`src/rtl/sdiv_pkg.sv`:
```
package sdiv_pkg;

   // Per-beat control that travels down the divider pipeline beside the data.
   typedef struct packed {
      logic valid;
      logic dividend_neg;
      logic divisor_neg;
      logic div_zero;
   } sdiv_ctrl_type;

endpackage

```
`src/rtl/signed_restoring_divider.sv`:
```
// Signed restoring divider, fully pipelined. A dividend/divisor beat is taken
// on every clock edge where start is high; busy is never asserted, so a new
// beat may be issued every cycle. Each beat produces exactly one result beat
// on the rsp_ ports, marked by rsp_strobe for a single cycle. The path holds
// WIDTH+2 register stages: one stage forms the operand magnitudes, WIDTH
// stages each perform one restoring shift/subtract step, and one stage
// applies the quotient sign. The receiver cannot stall the result and must
// capture it in the cycle that rsp_strobe is high. The quotient is
// truncated toward zero; the remainder is the unsigned magnitude of the
// magnitude division. A zero divisor raises rsp_divide_by_zero, returns an
// all-ones quotient and the dividend magnitude as remainder. The single
// overflowing case (most negative dividend divided by -1) saturates the
// quotient to the largest positive value and raises rsp_overflow.
module signed_restoring_divider #(
   parameter int WIDTH = 16
) (
   input  logic                    clock,
   input  logic                    reset,
   input  logic                    start,
   output logic                    busy,
   input  logic signed [WIDTH-1:0] req_dividend,
   input  logic signed [WIDTH-1:0] req_divisor,
   output logic                    rsp_strobe,
   output logic signed [WIDTH-1:0] rsp_quotient,
   output logic [WIDTH-1:0]        rsp_remainder,
   output logic                    rsp_divide_by_zero,
   output logic                    rsp_overflow
);

   localparam logic [WIDTH-1:0] QuoMax = {1'b0, {(WIDTH-1){1'b1}}};

   // Stage boundary k holds the state after k restoring steps.
   sdiv_pkg::sdiv_ctrl_type ctrl_chain [WIDTH+1];
   logic [WIDTH-1:0]        rem_chain  [WIDTH+1];
   logic [WIDTH-1:0]        quo_chain  [WIDTH+1];
   logic [WIDTH-1:0]        div_chain  [WIDTH+1];

   // Input stage: latch the operand signs and take the magnitudes. The most
   // negative value maps to 2^(WIDTH-1), which still fits as unsigned.
   sdiv_pkg::sdiv_ctrl_type head_ctrl_ff, head_ctrl_in;
   logic [WIDTH-1:0]        head_quo_ff, head_quo_in;
   logic [WIDTH-1:0]        head_div_ff, head_div_in;

   always_comb begin
      head_quo_in = req_dividend[WIDTH-1] ? (~req_dividend + 1'b1) : req_dividend;
      head_div_in = req_divisor[WIDTH-1]  ? (~req_divisor + 1'b1)  : req_divisor;
      head_ctrl_in.valid        = start;
      head_ctrl_in.dividend_neg = req_dividend[WIDTH-1];
      head_ctrl_in.divisor_neg  = req_divisor[WIDTH-1];
      head_ctrl_in.div_zero     = (req_divisor == '0);
   end

   always_ff @(posedge clock) begin
      if (reset) begin
         head_ctrl_ff <= '0;
      end else begin
         head_ctrl_ff <= head_ctrl_in;
      end
      head_quo_ff <= head_quo_in;
      head_div_ff <= head_div_in;
   end

   // The partial remainder starts at zero; the dividend magnitude sits in the
   // quotient register and is shifted out one bit per step.
   assign ctrl_chain[0] = head_ctrl_ff;
   assign rem_chain[0]  = '0;
   assign quo_chain[0]  = head_quo_ff;
   assign div_chain[0]  = head_div_ff;

   for (genvar k = 0; k < WIDTH; k++) begin : g_step
      sdiv_step #(
         .WIDTH(WIDTH)
      ) u_step (
         .clock   (clock),
         .reset   (reset),
         .up_ctrl (ctrl_chain[k]),
         .up_rem  (rem_chain[k]),
         .up_quo  (quo_chain[k]),
         .up_div  (div_chain[k]),
         .dn_ctrl (ctrl_chain[k+1]),
         .dn_rem  (rem_chain[k+1]),
         .dn_quo  (quo_chain[k+1]),
         .dn_div  (div_chain[k+1])
      );
   end

   // Output stage: apply the sign. A zero divisor leaves the all-ones
   // quotient untouched. With equal signs a quotient magnitude that reaches
   // 2^(WIDTH-1) cannot be represented and is saturated.
   sdiv_pkg::sdiv_ctrl_type tail_ctrl;
   logic [WIDTH-1:0]        tail_quo;
   logic                    strobe_ff;
   logic [WIDTH-1:0]        quo_ff, quo_in;
   logic [WIDTH-1:0]        rem_ff;
   logic                    dbz_ff;
   logic                    ovf_ff, ovf_in;

   assign tail_ctrl = ctrl_chain[WIDTH];
   assign tail_quo  = quo_chain[WIDTH];

   always_comb begin
      ovf_in = 1'b0;
      if (tail_ctrl.div_zero) begin
         quo_in = tail_quo;
      end else if (tail_ctrl.dividend_neg != tail_ctrl.divisor_neg) begin
         quo_in = ~tail_quo + 1'b1;
      end else if (tail_quo[WIDTH-1]) begin
         quo_in = QuoMax;
         ovf_in = 1'b1;
      end else begin
         quo_in = tail_quo;
      end
   end

   always_ff @(posedge clock) begin
      if (reset) begin
         strobe_ff <= 1'b0;
      end else begin
         strobe_ff <= tail_ctrl.valid;
      end
      quo_ff <= quo_in;
      rem_ff <= rem_chain[WIDTH];
      dbz_ff <= tail_ctrl.div_zero;
      ovf_ff <= ovf_in;
   end

   // Every stage advances each cycle, so the divider never pushes back.
   assign busy               = 1'b0;
   assign rsp_strobe         = strobe_ff;
   assign rsp_quotient       = quo_ff;
   assign rsp_remainder      = rem_ff;
   assign rsp_divide_by_zero = dbz_ff;
   assign rsp_overflow       = ovf_ff;

endmodule

```
`src/rtl/sdiv_step.sv`:
```
module sdiv_step #(
   parameter int WIDTH = 16
) (
   input  logic                      clock,
   input  logic                      reset,
   input  sdiv_pkg::sdiv_ctrl_type   up_ctrl,
   input  logic [WIDTH-1:0]          up_rem,
   input  logic [WIDTH-1:0]          up_quo,
   input  logic [WIDTH-1:0]          up_div,
   output sdiv_pkg::sdiv_ctrl_type   dn_ctrl,
   output logic [WIDTH-1:0]          dn_rem,
   output logic [WIDTH-1:0]          dn_quo,
   output logic [WIDTH-1:0]          dn_div
);

   sdiv_pkg::sdiv_ctrl_type ctrl_ff;
   logic [WIDTH-1:0]        rem_ff, rem_in;
   logic [WIDTH-1:0]        quo_ff, quo_in;
   logic [WIDTH-1:0]        div_ff;
   logic [WIDTH-1:0]        shifted;
   logic [WIDTH:0]          trial;

   // One restoring step: shift the partial remainder left, bringing in the
   // next dividend bit, and keep the difference only when it did not borrow.
   always_comb begin
      shifted = {up_rem[WIDTH-2:0], up_quo[WIDTH-1]};
      trial   = {1'b0, shifted} - {1'b0, up_div};
      if (trial[WIDTH]) begin
         rem_in = shifted;
         quo_in = {up_quo[WIDTH-2:0], 1'b0};
      end else begin
         rem_in = trial[WIDTH-1:0];
         quo_in = {up_quo[WIDTH-2:0], 1'b1};
      end
   end

   always_ff @(posedge clock) begin
      if (reset) begin
         ctrl_ff <= '0;
      end else begin
         ctrl_ff <= up_ctrl;
      end
      rem_ff <= rem_in;
      quo_ff <= quo_in;
      div_ff <= up_div;
   end

   assign dn_ctrl = ctrl_ff;
   assign dn_rem  = rem_ff;
   assign dn_quo  = quo_ff;
   assign dn_div  = div_ff;

endmodule

```
`config.mk`:
```
export PLATFORM = sky130hd
export DESIGN_NAME = signed_restoring_divider
export DESIGN_NICKNAME = d
export VERILOG_FILES = /design/src/rtl/sdiv_pkg.sv /design/src/rtl/signed_restoring_divider.sv /design/src/rtl/sdiv_step.sv
export SDC_FILE = /design/constraint.sdc
export NUM_CORES = 1
export LEC_CHECK = 0
export BUFFER_PORTS_ARGS = -buffer_cell sky130_fd_sc_hd__buf_2
export CAP_MARGIN = 20
export CORE_MARGIN = 1
export CORE_UTILIZATION = 42
export DETAILED_ROUTE_END_ITERATION = 16
export GPL_TIMING_DRIVEN = 1
export PLACE_DENSITY = 0.66
export SETUP_SLACK_MARGIN = 0.1
export SYNTH_ARGS = -nofsm -noshare
export SYNTH_HDL_FRONTEND = slang
export SYNTH_SLANG_ARGS = --single-unit
```
`constraint.sdc`:
```
create_clock -name clock -period 6.78 [get_ports clock]
set_input_delay 0.339 -clock clock [delete_from_list [all_inputs] [get_ports clock]]
set_output_delay 0.339 -clock clock [all_outputs]
set_load 0.1 [all_outputs]
```
==> flow_summary.yaml <==
routing:
  vias: 20843
  drt-initial-drc-count: 736
  wire_per_inst_um: 12.64
  vias_per_cell: 4.755
  first_pass_iters: 5
  drc: 0
  detail_route.wirelength_mm: 55.39
  ant_nets: 0
grt:
  grtUsageTotal_pct: 13.92
  first_global_vias: 21001
  overflow: 0
  grt_antenna_before_repair: 0
  grt_max_degree: 70
  grt_first_pass_wirelength_mm: 94.52
power_and_ir_drop:
  clockPowerShare_pct: 24.1
  irDropWorstVdd_mv: 0.3279
  p_leak_nw: 16.86
  power_switching_mw: 7.388
  power_density_nw_per_um2: 546.2
  internal-power_mw: 13.42
  p_comb_share_pct: 41.2
  pwr-share-seq_pct: 34.7
  switching_share_pct: 35.50
  p_total_mw: 20.81
run_status:
  status: "complete, no violations"
clock_network:
  clockBufferDepth: 3
  cts_tree: "done"
  numCtsBuffers: 90
  clk_pin_slew_worst_paths_ps: 60
  postCtsSetupRepairBufs: 0
  clockRootBuffer: "clkbuf_16"
  cts_resized: 0
  htreeDepth: 3
  cts_hold_buf: 36
  insertion_delay_ps: 660
  clock_sinks: 872
timing:
  relSlewSlack_pct: 26.61
  timing.fmax_mhz: 300.5
  setup_viol: 0
  fin_ws_ps: 3453
  period_share_pct: 49.07
  slew_violations: 0
  hold_viol: 0
  post-route-min-period_ps: 3327
  finalClockSkew_ps: 67.92
  whs_ps: 91.08
  worstMarginPinSlew_ps: 1101
  grt_setup_unrepaired: "no"
  fin_tns_setup_ps: 0
layout:
  final_util_pct: 48.93
  syn_to_final_growth_pct: 14.84
  nFillCells: 7039
  fin_nets: 3571
  final-seq-area_um2: 17460
  fin_area_um2: 38100
  fin_cells: 4383
  drive_above_1_share_pct: 11.61
  multi_input_area_um2: 14220
  diodes: 0
placed_design:
  hpwl_mm: 40.79
  placed_area_um2: 34590
  post-place-ws_ps: 3529
  port_buffers: 69
  gp_congestion: 0.8446
  dp_cells: 4187
synthesis:
  ys_ff_latch: 872
  ys_seq_area_share_pct: 52.62
  synth_cell_types: 87
  syn-instance-count: 3111
  synth_area_um2: 33170
  synth-async-reset-ratio_pct: 0
  synth.avg_cell_area_um2: 10.66
  ys.flop_type: "dfxtp_1"
  ys_warn_count: 0
  synth-edff-count: 0
setup_path:
  r2r-end: "g_step[14].u_step.dn_rem[10]$_DFF_P_"
  worstSetupStartpointType: "flip-flop"
  slowest_stage: "a2111oi_0"
  endpoint_kind: "flip-flop"
  critPathTopFamily: "compound AO/OA/AOI/OAI gates"
  r2r_start: "g_step[13].u_step.dn_quo[15]$_DFF_P_"
  crit_required_ps: 7330
  r2r_cells: 10
  critPathKind: "flip-flop to flip-flop"
  critPathArrivalTime_ps: 3880
  cp_slowest_stage_delay_ps: 700
  crit_path_cell_trace: "inv_1, ha_1, fa_1, nand2b_1, a2111oi_0, nor3_2, o211ai_1, nand2_1, inv_2, mux2_2"
  critPathBufInv: 2
  reg2reg_slack_ps: 3450
  crit_fanout: 21
worst_hold_path:
  hold_end: "head_div_ff[1]$_DFF_P_"
  hp-start: "req_divisor[15]"
  hold-path-cell-count: 2
  hold_class: "input pin to flip-flop"
die:
  die-area_um2: 80110
  die_w_um: 283.0
  core_area_um2: 77850
  start_util_pct: 42.61
  rows: 102
  die_y_um: 283.0
  io_pins: 71
flow_run:
  maxCapViolations: 0
## sequential cells by signal, indices dropped and copies added, names as in the netlist
name                   flops
rsp_divide_by_zero         1
ctrl_chain                 4
g_step.u_step.dn_rem     241
g_step.u_step.dn_div     240
head_div_ff               16
rsp_overflow               1
rsp_strobe                 1
head_quo_ff               16
rsp_quotient              16
g_step.u_step.dn_quo     256
rsp_remainder             16
g_step.u_step.dn_ctrl     64
## Yosys cell counts, types with 7 or more instances
cell / instances / area, um2
o22a_1: 7 / 61.31
a21oi_1: 197 / 986.0
o21a_1: 32 / 240.2
nor3_1: 49 / 245.2
a21o_1: 40 / 300.3
nor2_1: 187 / 701.9
nand2b_1: 25 / 156.4
mux2_4: 38 / 570.6
nand4_1: 15 / 93.84
and3_1: 9 / 56.30
o31a_1: 20 / 175.2
or2_2: 14 / 87.58
o21ai_0: 151 / 755.7
o21bai_1: 27 / 202.7
a31oi_1: 28 / 175.2
a211oi_1: 40 / 300.3
nand2_1: 127 / 476.7
or3_1: 11 / 68.82
inv_1: 324 / 1216
xnor2_1: 136 / 1191
o22ai_1: 12 / 75.07
mux2_2: 61 / 686.9
ha_1: 245 / 3065
buf_2: 8 / 40.04
mux2i_1: 15 / 150.1
nor2b_1: 91 / 569.3
nor4_1: 13 / 81.33
fa_1: 15 / 300.3
mux2_1: 17 / 191.4
nand3_1: 42 / 210.2
or4_1: 8 / 60.06
o211ai_1: 7 / 52.55
dfxtp_1: 872 / 17460
o31ai_1: 21 / 157.7
clkbuf_1: 23 / 86.33
xor2_1: 50 / 437.9
nor3b_1: 7 / 52.55
## placed cells by master, fill, tap and decap left out, types with 40 or more instances in the layout
cell type / n
xnor2_1: 136
nand3_1: 42
mux2_2: 61
dfxtp_1: 872
ha_1: 245
nor3_1: 49
o21ai_0: 151
a211oi_1: 40
xor2_1: 50
inv_1: 324
a21oi_1: 197
a21o_1: 40
nand2_1: 127
nor2_1: 187
buf_2: 69
nor2b_1: 91
clkbuf_16: 90
## power groups by stage
stage               Combinational (mW)  Clock, mW  Sequential, mW
global placement                  8.41          0            7.33
finish                            8.58       5.02            7.21
detailed placement                8.54          0            7.34
global route                      9.58       5.41            7.37
floorplan                         6.68          0            7.78
CTS                               8.62       5.18            7.24
## logic make-up after synthesis
group | after synthesis | share of synthesized area [%]
AND/OR/NAND/NOR | 630 | 9.656
AO/OA/AOI/OAI | 660 | 13.25
multiplexers | 131 | 4.820
buffers and inverters | 371 | 4.579
flip-flops | 872 | 52.62
other | 1 | 0.01130
XOR/XNOR | 186 | 4.911
adder cells (fa/ha/maj) | 260 | 10.15
## layout make-up
class,count,share of cell area (%)
sequential,872,45.82
clock buffer,125,6.756
multi-input combinational,1875,37.34
clock inverter,34,1.465
inverter,326,3.212
timing repair buffer,111,1.990
tap,1040,3.416
## layer usage
metal / wire [um] / track usage [%]
met4: 1956 / 6.413
met1: 22830 / 14.63
met2: 28690 / 26.30
met3: 1911 / 2.874
met5: 0 / 0
## worst max-delay path by stage
| stage | startpoint | to | slack (ps) | depth (start not counted) |
|---|---|---|---|---|
| CTS | g_step[13].u_step.dn_quo[15]$_DFF_P_ | g_step[14].u_step.dn_rem[10]$_DFF_P_ | 3520 | 10 |
| global route | g_step[13].u_step.dn_quo[15]$_DFF_P_ | g_step[14].u_step.dn_rem[10]$_DFF_P_ | 3310 | 10 |
| finish | g_step[13].u_step.dn_quo[15]$_DFF_P_ | g_step[14].u_step.dn_rem[10]$_DFF_P_ | 3450 | 10 |
| detailed placement | g_step[9].u_step.dn_quo[15]$_DFF_P_ | g_step[10].u_step.dn_rem[10]$_DFF_P_ | 3530 | 10 |
| floorplan | g_step[14].u_step.dn_quo[15]$_DFF_P_ | g_step[15].u_step.dn_rem[10]$_DFF_P_ | 4090 | 11 |
| global placement | g_step[13].u_step.dn_quo[15]$_DFF_P_ | g_step[14].u_step.dn_rem[10]$_DFF_P_ | 3560 | 10 |
## worst register-to-register path, delay by kind of cell (launching register included)
kind            cells  cell delay, ps
buf+inv             2             310
mux                 1             360
simple gates        3             710
fa+ha+maj           2             610
flops               1             320
compound gates      2             910
Note: power is estimated with default switching activity, not from simulation.
